--- src/rtl/spmu_sqrt_cell.sv ---
// One restoring square-root cell that settles one result bit.
`default_nettype none

module spmu_sqrt_cell (
   input  wire logic        clock,
   input  wire logic        enable,
   input  wire logic [4:0]  idx,
   input  wire logic [63:0] v_d,
   input  wire logic [63:0] res_d,
   output logic [63:0]      v_ff,
   output logic [63:0]      res_ff
);

   logic [63:0] bit_v;
   logic [63:0] trial;
   logic [63:0] v_in;
   logic [63:0] res_in;

   // Trial subtraction of res + 4^(31-idx).
   always_comb begin
      bit_v = 64'd1 << (7'd62 - 7'({idx, 1'b0}));
      trial = res_d + bit_v;
      if (v_d >= trial) begin
         v_in   = v_d - trial;
         res_in = (res_d >> 1) + bit_v;
      end else begin
         v_in   = v_d;
         res_in = res_d >> 1;
      end
   end

   always_ff @(posedge clock) begin
      if (enable) begin
         v_ff   <= v_in;
         res_ff <= res_in;
      end
   end

endmodule

`default_nettype wire

--- config.mk ---
export PLATFORM = sky130hd
export DESIGN_NAME = spmu_sqrt_cell
export DESIGN_NICKNAME = d
export VERILOG_FILES = /design/src/rtl/spmu_sqrt_cell.sv
export SDC_FILE = /design/constraint.sdc
export NUM_CORES = 1
export LEC_CHECK = 0
export BUFFER_PORTS_ARGS = -buffer_cell sky130_fd_sc_hd__buf_4
export CAP_MARGIN = 20
export CELL_PAD_IN_SITES_DETAIL_PLACEMENT = 1
export CELL_PAD_IN_SITES_GLOBAL_PLACEMENT = 1
export CORE_UTILIZATION = 39
export DETAILED_ROUTE_END_ITERATION = 16
export PLACE_DENSITY_LB_ADDON = 0.1
export SYNTH_ARGS = -nofsm -noshare
export SYNTH_HDL_FRONTEND = slang
export SYNTH_SLANG_ARGS = --single-unit
export TNS_END_PERCENT = 100
--- constraint.sdc ---
create_clock -name clock -period 7.1 [get_ports clock]
set_input_delay 1.42 -clock clock [delete_from_list [all_inputs] [get_ports clock]]
set_output_delay 1.42 -clock clock [all_outputs]
set_load 0.02 [all_outputs]
==> metrics.md <==
| Metric | Value |
|---|---|
| Final slew viol count | `0` |
| Top Usage Layer GRT | `met2` |
| DP HPWL | `between 40,000 and 50,000 um` |
| Vias per cell | `about 5.8` |
| Largest net degree at the start of global routing | `slightly above 60` |
| First-pass GRT wire length | `about 80,000 um` |
| Drt pass-1 iters | `5` |
| Synthesis-to-finish area growth | `26.22%` |
| Sequential cell area fraction in the yosys report | `roughly 27%` |
| Finished Layout Cells | `around 2,500` |
| Die H | `roughly 190 um` |
| Crit Path Max Fanout | `39` |
| I/O pin cnt | `roughly 260` |
| Pwr Total | `roughly 3.2 mW` |
| Placed cells | `roughly 2,500` |
| Diode count | `0` |
| Slew @ Worst Pin | `0.8164 ns` |
| Unique cell type count in the Yosys netlist | `90` |
| Hold Fails Final Rpt | `0` |
| Fillers | `about 4,400` |
| Critical Path Start Type | `primary input` |
| Remaining Overflow, GRT | `0` |
| Syn_nets | `between 2,000 and 2,500` |
| Vias in the first global route | `~15,000` |
| Fmax | `0.1492 GHz` |
| Yosys warnings | `0` |
| Crit. End Element | `flip-flop` |
| GP Congestion | `0.9303` |
| Worst-case hold slack | `around 1.3 ns` |
| Clock slew at reported path FFs | `approximately 0.07 ns` |
| Final WL | `~53,000 um` |
| Initial DRC Count | `between 1,000 and 1,500` |
| Total CTS buffers | `17` |
| Final min period | `~6.7 ns` |
| Final setup fails | `0` |
| Area of the core | `35,570 um^2` |
| WL/cell | `between 20 and 25 um` |
| Clock root cell | `clkbuf_16` |
| H-tree depth | `4` |
| Met3 GRT Util | `3.764%` |
| Antenna Violating Nets Remaining | `0` |
| Worst hold path class | `primary input to flip-flop` |
| Via count | `14,640` |
| Share of cells above drive strength 1 | `between 20 and 25%` |
| GR Util met2 | `between 40% and 50%` |
| Status | `finished clean` |
| Synth Instances | `roughly 1,700` |
| Port buffer count | `approximately 260` |
| RSZ-0062 raised after global routing | `false` |
| Drt drc | `0` |
| Asr flop ratio synth | `0%` |
| Lkg Pwr | `between 7 and 8 nW` |
| Slowest stage delay, CP | `roughly 0.35 ns` |
| Post-synth top flop | `edfxtp_1` |
| Hold Buf Count CTS | `0` |
| Yosys reg bits | `roughly 130` |
| Post-place setup slack | `-0.1949 ns` |
| Crit path required time | `7.31 ns` |
| Die area | `approximately 37,000 um^2` |
| Number of synthesized flops with an enable pin | `between 100 and 150` |
| Final Cycle Share | `a little over nine tenths` |
| CTS tree | `yes` |
| Post-Synthesis Cell Area | `~14,000 um^2` |
| Worst EP arrival | `slightly below 7 ns` |
| Initial antenna violation count | `2` |
| Max_slew headroom | `~46%` |
| Clk buf depth | `2` |
| Grt met1 use | `a little over two fifths` |
| GRT Resource Usage Total | `between 20% and 30%` |
| Die W | `~190 um` |
| Std cell rows | `69` |
| Slowest CP cell | `a222oi_1` |
| Layout net count | `2,311` |
| Most used cell, CP | `buf_4` |
| Worst vdd ir | `0.1916 mV` |
| Mean Syn Cell Area | `between 8 and 9 um^2` |
| Clock sinks | `about 130` |
| Cell Pwr Density | `between 150 and 200 nW/um^2` |
| Worst Setup Slack, final | `0.3973 ns` |
| Setup CP Type | `primary input to flip-flop` |
| Max cap viols | `0` |
| Initial Util | `between 30% and 40%` |
area by class of cell:
cell class	instances	area [um^2]	area share, %
clock buffers	20	436.7	2.455
multi-input cells	1507	9856	55.41
well taps	461	576.8	3.243
flip-flops and latches	128	3844	21.61
clock inverters	9	118.9	0.6682
inverters	31	116.4	0.6541
repair buffers	364	2840	15.97
flip-flops by register name, indices dropped and copies added (netlist names):
signal / cells
v_ff: 64
res_ff: 64
synth_stat cells, types with 31 or more instances:
cell type	count	area [um^2]
edfxtp_1	128	3844
nand3_1	39	195.2
clkbuf_1	62	232.7
o21bai_1	31	232.7
nor2_1	206	773.2
xor2_1	86	753.2
a31oi_1	61	381.6
ha_1	126	1577
nand2_1	189	709.4
o21ai_0	114	570.6
inv_1	31	116.4
nor3_1	33	165.2
nand4_1	34	212.7
xnor2_1	91	797.0
a21o_1	60	450.4
a21oi_1	167	835.8
layer usage:
layer	part of all wire, %	vias up	wire length [um]
met3	4.9	58	2599
met1	50	7107	26720
li1	-	7066	-
met4	1.9	4	1021
met2	43	406	22710
met5	0.051	-	27
metrics by stage:
step           util (%)  instance area, um^2  TNS (ns)
2_1_floorplan         -                14090         0
3_3_place_gp      48.29                17180   -0.2286
3_5_place_dp      48.29                17180    -9.974
4_1_cts           49.86                17730         0
5_1_grt           50.01                17790         0
6_report          50.01                17790         0
cell families after synthesis:
group / after synthesis / synth area share [%]
adders and majority gates: 130 / 11.54
DFF: 128 / 27.27
buffers and inverters: 105 / 3.143
and+or+nand+nor: 626 / 20.61
xor gates and xnor gates: 177 / 11.00
AOI/OAI and AO/OA: 568 / 25.99
muxes: 6 / 0.4528
final timing paths:
path	startpoint	endpoint	cells after the start
min	v_d[7]	v_ff[7]	3
max	idx[0]	v_ff[29]	28
repair_timing:
item | 4_1_cts | 5_1_grt
setup buffers | 0 | 1
gates resized for setup | 0 | 11
setup endpoints to repair | 0 | 119
hold endpoints to repair | 0 | 0
where the power goes:
| group | internal, mW | switching [mW] | leakage (nW) |
|---|---|---|---|
| Clock | 0.540 | 0.362 | 0.277 |
| Combinational | 0.520 | 0.760 | 5.94 |
| Sequential | 0.958 | 0.0320 | 1.25 |
| Total | 2.02 | 1.15 | 7.47 |
critical path: cells and delay by family:
family	cells	cell delay, ns
buf+inv	6	1.05
compound gates	14	2.72
xor+xnor	1	0.23
fa+ha+maj	2	0.61
simple gates	5	0.85
placed cells by master, fill, tap and decap left out, types with 12 or more instances in the layout:
| cell | n |
|---|---|
| o21a_1 | 17 |
| and2_1 | 22 |
| or3_1 | 17 |
| buf_4 | 356 |
| and3_1 | 17 |
| xnor2_1 | 91 |
| a21oi_1 | 166 |
| nand4_1 | 34 |
| o21ai_0 | 112 |
| nor2_1 | 205 |
| edfxtp_1 | 128 |
| clkbuf_16 | 17 |
| a31o_2 | 15 |
| o21bai_1 | 31 |
| nor2b_1 | 17 |
| o211ai_1 | 12 |
| nand2_1 | 188 |
| nor3_1 | 33 |
| a31oi_1 | 59 |
| ha_1 | 126 |
| xor2_1 | 86 |
| nand2b_1 | 13 |
| nand3_1 | 39 |
| inv_1 | 31 |
| a21o_1 | 60 |
Power figures use the tool's default switching activity.
