[src/rtl/spmu_pkg.sv]
// Shared constants, types and table functions for the star proper-motion update unit.
`default_nettype none

package spmu_pkg;

   // Number of CORDIC rotation and vectoring cells in each chain (range 16 to 48).
   localparam int CORDIC_STEPS = 32;

   // Number of square-root cells, one result bit each.
   localparam int SQRT_STEPS = 32;

   // Width of the CORDIC x and y datapath.
   localparam int XY_W = 40;

   // Angle constants in Q60 radians.
   localparam logic signed [63:0] PI_Q60      = 64'sh3243F6A8885A308D;
   localparam logic signed [63:0] TWO_PI_Q60  = 64'sh6487ED5110B4611A;
   localparam logic signed [63:0] HALF_PI_Q60 = 64'sh1921FB54442D1846;

   // Reciprocal of the CORDIC gain in Q30.
   localparam logic signed [XY_W-1:0] INV_GAIN_Q30 = XY_W'(64'h26DD3B6A);

   // Output limits in Q28 radians.
   localparam logic signed [63:0] RA_MAX  = 64'sd1686629713;
   localparam logic signed [63:0] DEC_MAX = 64'sd421657428;

   // Radial velocity scale: (365.25 * 86400 / 149597870) * 4.8481368111e-6 in Q60.
   localparam logic [127:0] VFR_NUM = 128'd15299556222996936;
   localparam logic [127:0] VFR_TMP = (VFR_NUM << 60) / 128'd1000000000000000;
   localparam logic signed [63:0] VFR_Q60 = 64'(VFR_TMP / 128'd14959787);

   // Static setup of one CORDIC cell.
   typedef struct packed {
      logic                vec;
      logic [5:0]          idx;
      logic signed [63:0]  angle;
   } cell_cfg_type;

   // Arctangent of 2^-i in Q60, from the truncated Taylor series.
   function automatic logic signed [63:0] atan_entry(input int i);
      logic signed [63:0] sum;
      logic [63:0]        t;
      int                 k;
      int                 e;
      sum = 64'sd0;
      if (i == 0) begin
         sum = PI_Q60 >>> 2;
      end else begin
         for (k = 0; i * (2 * k + 1) <= 60; k++) begin
            e = 60 - i * (2 * k + 1);
            t = (64'd1 << e) / 64'(2 * k + 1);
            if (k % 2 == 1) begin
               sum = sum - $signed(t);
            end else begin
               sum = sum + $signed(t);
            end
         end
      end
      return sum;
   endfunction

endpackage

`default_nettype wire

[src/rtl/spmu_cordic_cell.sv]
// One CORDIC micro-rotation cell, in rotation or vectoring mode.
`default_nettype none

module spmu_cordic_cell (
   input  wire logic                               clock,
   input  wire logic                               enable,
   input  wire spmu_pkg::cell_cfg_type             cfg,
   input  wire logic signed [spmu_pkg::XY_W-1:0]   x_d,
   input  wire logic signed [spmu_pkg::XY_W-1:0]   y_d,
   input  wire logic signed [63:0]                 z_d,
   output logic signed [spmu_pkg::XY_W-1:0]        x_ff,
   output logic signed [spmu_pkg::XY_W-1:0]        y_ff,
   output logic signed [63:0]                      z_ff
);

   logic signed [spmu_pkg::XY_W-1:0] xs;
   logic signed [spmu_pkg::XY_W-1:0] ys;
   logic signed [spmu_pkg::XY_W-1:0] x_in;
   logic signed [spmu_pkg::XY_W-1:0] y_in;
   logic signed [63:0]               z_in;
   logic                             up;

   // Rotation mode steers by the residual angle, vectoring mode by the sign of y.
   always_comb begin
      xs = x_d >>> cfg.idx;
      ys = y_d >>> cfg.idx;
      up = cfg.vec ? y_d[spmu_pkg::XY_W-1] : !z_d[63];
      if (up) begin
         x_in = x_d - ys;
         y_in = y_d + xs;
         z_in = z_d - cfg.angle;
      end else begin
         x_in = x_d + ys;
         y_in = y_d - xs;
         z_in = z_d + cfg.angle;
      end
   end

   always_ff @(posedge clock) begin
      if (enable) begin
         x_ff <= x_in;
         y_ff <= y_in;
         z_ff <= z_in;
      end
   end

endmodule

`default_nettype wire

[config.mk]
export PLATFORM = sky130hd
export DESIGN_NAME = spmu_cordic_cell
export DESIGN_NICKNAME = d
export VERILOG_FILES = /design/src/rtl/spmu_pkg.sv /design/src/rtl/spmu_cordic_cell.sv
export SDC_FILE = /design/constraint.sdc
export NUM_CORES = 1
export LEC_CHECK = 0
export BUFFER_PORTS_ARGS = -buffer_cell sky130_fd_sc_hd__buf_2
export CAP_MARGIN = 20
export CORE_UTILIZATION = 40
export DETAILED_ROUTE_END_ITERATION = 10
export PLACE_DENSITY = 0.68
export SLEW_MARGIN = 20
export SYNTH_ARGS = -nofsm -noshare
export SYNTH_HDL_FRONTEND = slang
export SYNTH_SLANG_ARGS = --single-unit
[constraint.sdc]
create_clock -name clock -period 6.6 [get_ports clock]
set_clock_uncertainty 0.1 [all_clocks]
set_input_delay 1.32 -clock clock [delete_from_list [all_inputs] [get_ports clock]]
set_output_delay 1.32 -clock clock [all_outputs]
set_load 0.02 [all_outputs]
==> results.ini <==
[yosys]
synth_cell_types = 98
synth.yosys.seq_area_share_pct = 20.3
synth_top_flop_cell = edfxtp_1
synth.net_count = 2753
yosys_register_bits = 144
synth_area_um2 = 21300
synth_enable_flop_cells = 144
synth-async-reset-ratio_pct = 0
post_synth_inst_count = 2386
yosysWarnings = 0
avgSynthCellArea_um2 = 8.92

[sta]
maxSlewHeadroom_pct = 35.2
timing.final.crit_share_pct = 98.0
count_of_endpoints_failing_hold_in_the_final_timing_report = 0
rsz0062_at_grt = true
finalSetupViolations = 0
final_period_minus_worst_setup_slack_ns = 6.47
max_slew.worst_pin.slew_ns = 0.969
max_clock_freq_ghz = 0.155
setup_total_negative_slack_ns = 0
final-max-slew-violation-count = 0

[setup_path]
cp_max_fo = 19
worstPathRequired_ns = 6.80
capturing_element_type_of_the_critical_path = flip-flop
arr_time_crit_path_ns = 6.67
cp_top_family = compound AO/OA/AOI/OAI gates
worst-path-buf-inv = 4
worstSetupStartpointType = input port
critPathSlowestCell = o41ai_2
crit_path_max_incr_delay_ns = 0.68
critical_path_class = in2reg
timing.critical_path.cells = buf_16, buf_12, or4b_2, a21o_1, a21oi_1, nor2_1, o41ai_2, nor4_4, buf_4, a21o_1, xnor2_1, ha_1, buf_4, o211ai_1, o21a_1, a21oi_1, o2111ai_1, a31oi_2, a221o_1, a41o_1, o31a_1, o311ai_0

[routing]
wl_per_cell_um = 23.1
via_count = 24300
antenna_violating_nets_post_route = 0
totalWireLength_mm = 94.1
post_drt_via_cell_ratio = 5.97
route.detailed.drc = 0
drt_pass1_iterations = 6
initialDrtViolationCount = 2003

[final_layout]
design.final.nets = 3728
drive_above_1_share_pct = 39.6
n_fill_cell = 4717
synth_to_final_area_change_pct = 41.1

[global_route]
antenna_found_initial = 6
global_route.usage.total_pct = 33.9
largest_net_degree_at_the_start_of_global_routing = 71
grt-ovfl-total = 0
global_route_wire_length_before_repair_mm = 139
grt_pass1_vias = 23800

[clocking]
ctsRootBufferMaster = clkbuf_16
clockBufferDepth = 2
htree_levels = 4
numCtsBuffers = 17
hold_buf_cts = 0
cts_tree = yes
clk_pin_slew_ns = 0.07
cts_sinks = 144

[status]
run_status = completed

[die]
std_cell_rows = 84
die_height_um = 233
die_width_um = 233
start_util_pct = 40.5
coreArea_um2 = 52600
io_pins = 361
die_area_um2 = 54100

[place]
numPortBuffers = 360
gp_routability_congestion = 1.04
hpwl_mm = 77.3

[power_and_ir_drop]
vdd_ir_drop_max_mv = 0.221
power_per_cell_area_nw_per_um2 = 221
post-layout-total-power_w = 0.00663
power_leakage_nw = 13.6

[hold_path]
hold_path_end = z_ff[1]
min-delay-start = z_d[1]
hold_depth = 2
worst_hold_path_type = in2reg

[flow_run]
maxCapViolations = 0

registers in the layout, summed over array words and instances, names as in the netlist:
name  count
x_ff     40
y_ff     40
z_ff     64
area by class of cell:
class / instances / area, um^2 / area share, %
multi-input combinational: 2054 / 16300 / 54.4
timing repair buffer: 1088 / 7630 / 25.4
sequential: 144 / 4320 / 14.4
tap: 688 / 861 / 2.87
clock buffer: 19 / 433 / 1.44
inverter: 56 / 213 / 0.709
clock inverter: 13 / 209 / 0.696
antenna: 3 / 7.51 / 0.0250
power by group:
group | total [W] | leakage [nW] | internal, W | switching (W)
combinational | 0.00405 | 11.9 | 0.00184 | 0.00221
clock | 0.00112 | 0.306 | 0.000670 | 0.000446
sequential | 0.00146 | 1.41 | 0.00138 | 0.0000743
worst max-delay path by stage:
| stage | startpoint | endpoint | slack, ns | cells past startpoint |
|---|---|---|---|---|
| after CTS | cfg[64] | y_ff[36] | 0.03 | 24 |
| after detailed placement | cfg[65] | y_ff[36] | -0.57 | 24 |
| final | cfg[65] | y_ff[36] | 0.13 | 22 |
| after floorplan | cfg[65] | x_ff[39] | -0.06 | 25 |
| after global routing | cfg[65] | y_ff[36] | -0.06 | 24 |
| after global placement | cfg[65] | y_ff[39] | -0.51 | 25 |
placed cells by master (no fill, tap or decap), types with 31 or more instances in the layout:
cell | Yosys | final
a21o_1 | 86 | 85
a21oi_1 | 208 | 201
a31oi_1 | 34 | 32
buf_2 | 15 | 357
buf_4 | 15 | 702
edfxtp_1 | 144 | 144
ha_1 | 147 | 145
inv_1 | 51 | 51
mux2i_1 | 102 | 97
mux4_2 | 104 | 104
nand2_1 | 178 | 178
nand2b_1 | 39 | 39
nand3_1 | 45 | 42
nand4_1 | 33 | 33
nor2_1 | 195 | 192
o21a_1 | 31 | 31
o21ai_0 | 134 | 123
xnor2_1 | 135 | 135
xor2_1 | 127 | 127
stage by stage:
| step | hold WS [ns] | cells | utilization (%) | instance area, um^2 | worst slack [ns] |
|---|---|---|---|---|---|
| finish | 1.14 | 4065 | 57.1 | 30000 | 0.133 |
| global route | 1.12 | 4065 | 57.1 | 30000 | -0.0580 |
| CTS | 1.09 | 4039 | 56.1 | 29500 | 0.0332 |
| detailed placement | 1.62 | 4007 | 54.8 | 28800 | -0.567 |
| global placement | 1.63 | 4007 | 54.8 | 28800 | -0.510 |
| floorplan | 1.33 | 2386 | - | 21400 | -0.0592 |
cells by family (layout without fill, tap and decap cells):
kind of cell               after synthesis  count (layout)  share of synthesized area [%]
muxes                                  235             235                           17.3
xor gates and xnor gates               263             263                           10.9
AOI/OAI and AO/OA                      729             729                           22.5
adders and majority gates              150             150                           8.93
DFF                                    144             144                           20.3
and+or+nand+nor                        677             677                           15.8
buffers and inverters                  188            1176                           4.25
other                                    0               3                              0
routing by layer:
layer | track usage, % | wire (um)
met1 | 41.5 | 37500
met2 | 57.0 | 44600
met3 | 7.02 | 7680
met4 | 15.0 | 4320
met5 | 0 | 27
what timing repair did:
action	CTS	global route
resized for setup	1	72
cloned	0	4
pin swaps	0	19
setup buffers	0	19
hold endpoints to repair	0	0
endpoints found under the setup margin	2	22
cells in the mapped netlist, drive strengths merged (20+ instances only):
cell type | instances | area share [%]
and2 | 23 | 0.68
nor2 | 195 | 3.4
or3 | 20 | 0.59
buf | 59 | 2.0
a21o | 86 | 3.0
nand2 | 178 | 3.1
nor2b | 28 | 0.82
mux2 | 29 | 1.5
a31oi | 34 | 1.0
o211ai | 20 | 0.71
xnor2 | 135 | 5.6
mux4 | 104 | 11
nand2b | 39 | 1.1
o31ai | 28 | 1.0
inv | 52 | 0.92
nor3 | 34 | 0.85
xor2 | 127 | 5.2
a21oi | 208 | 4.9
o21bai | 24 | 0.85
mux2i | 102 | 4.8
ha | 147 | 8.6
clkbuf | 73 | 1.3
nand3 | 47 | 1.2
o21a | 31 | 1.1
nand4 | 34 | 1.0
edfxtp | 144 | 20
o21ai | 137 | 3.2
Power figures use the tool's default switching activity.
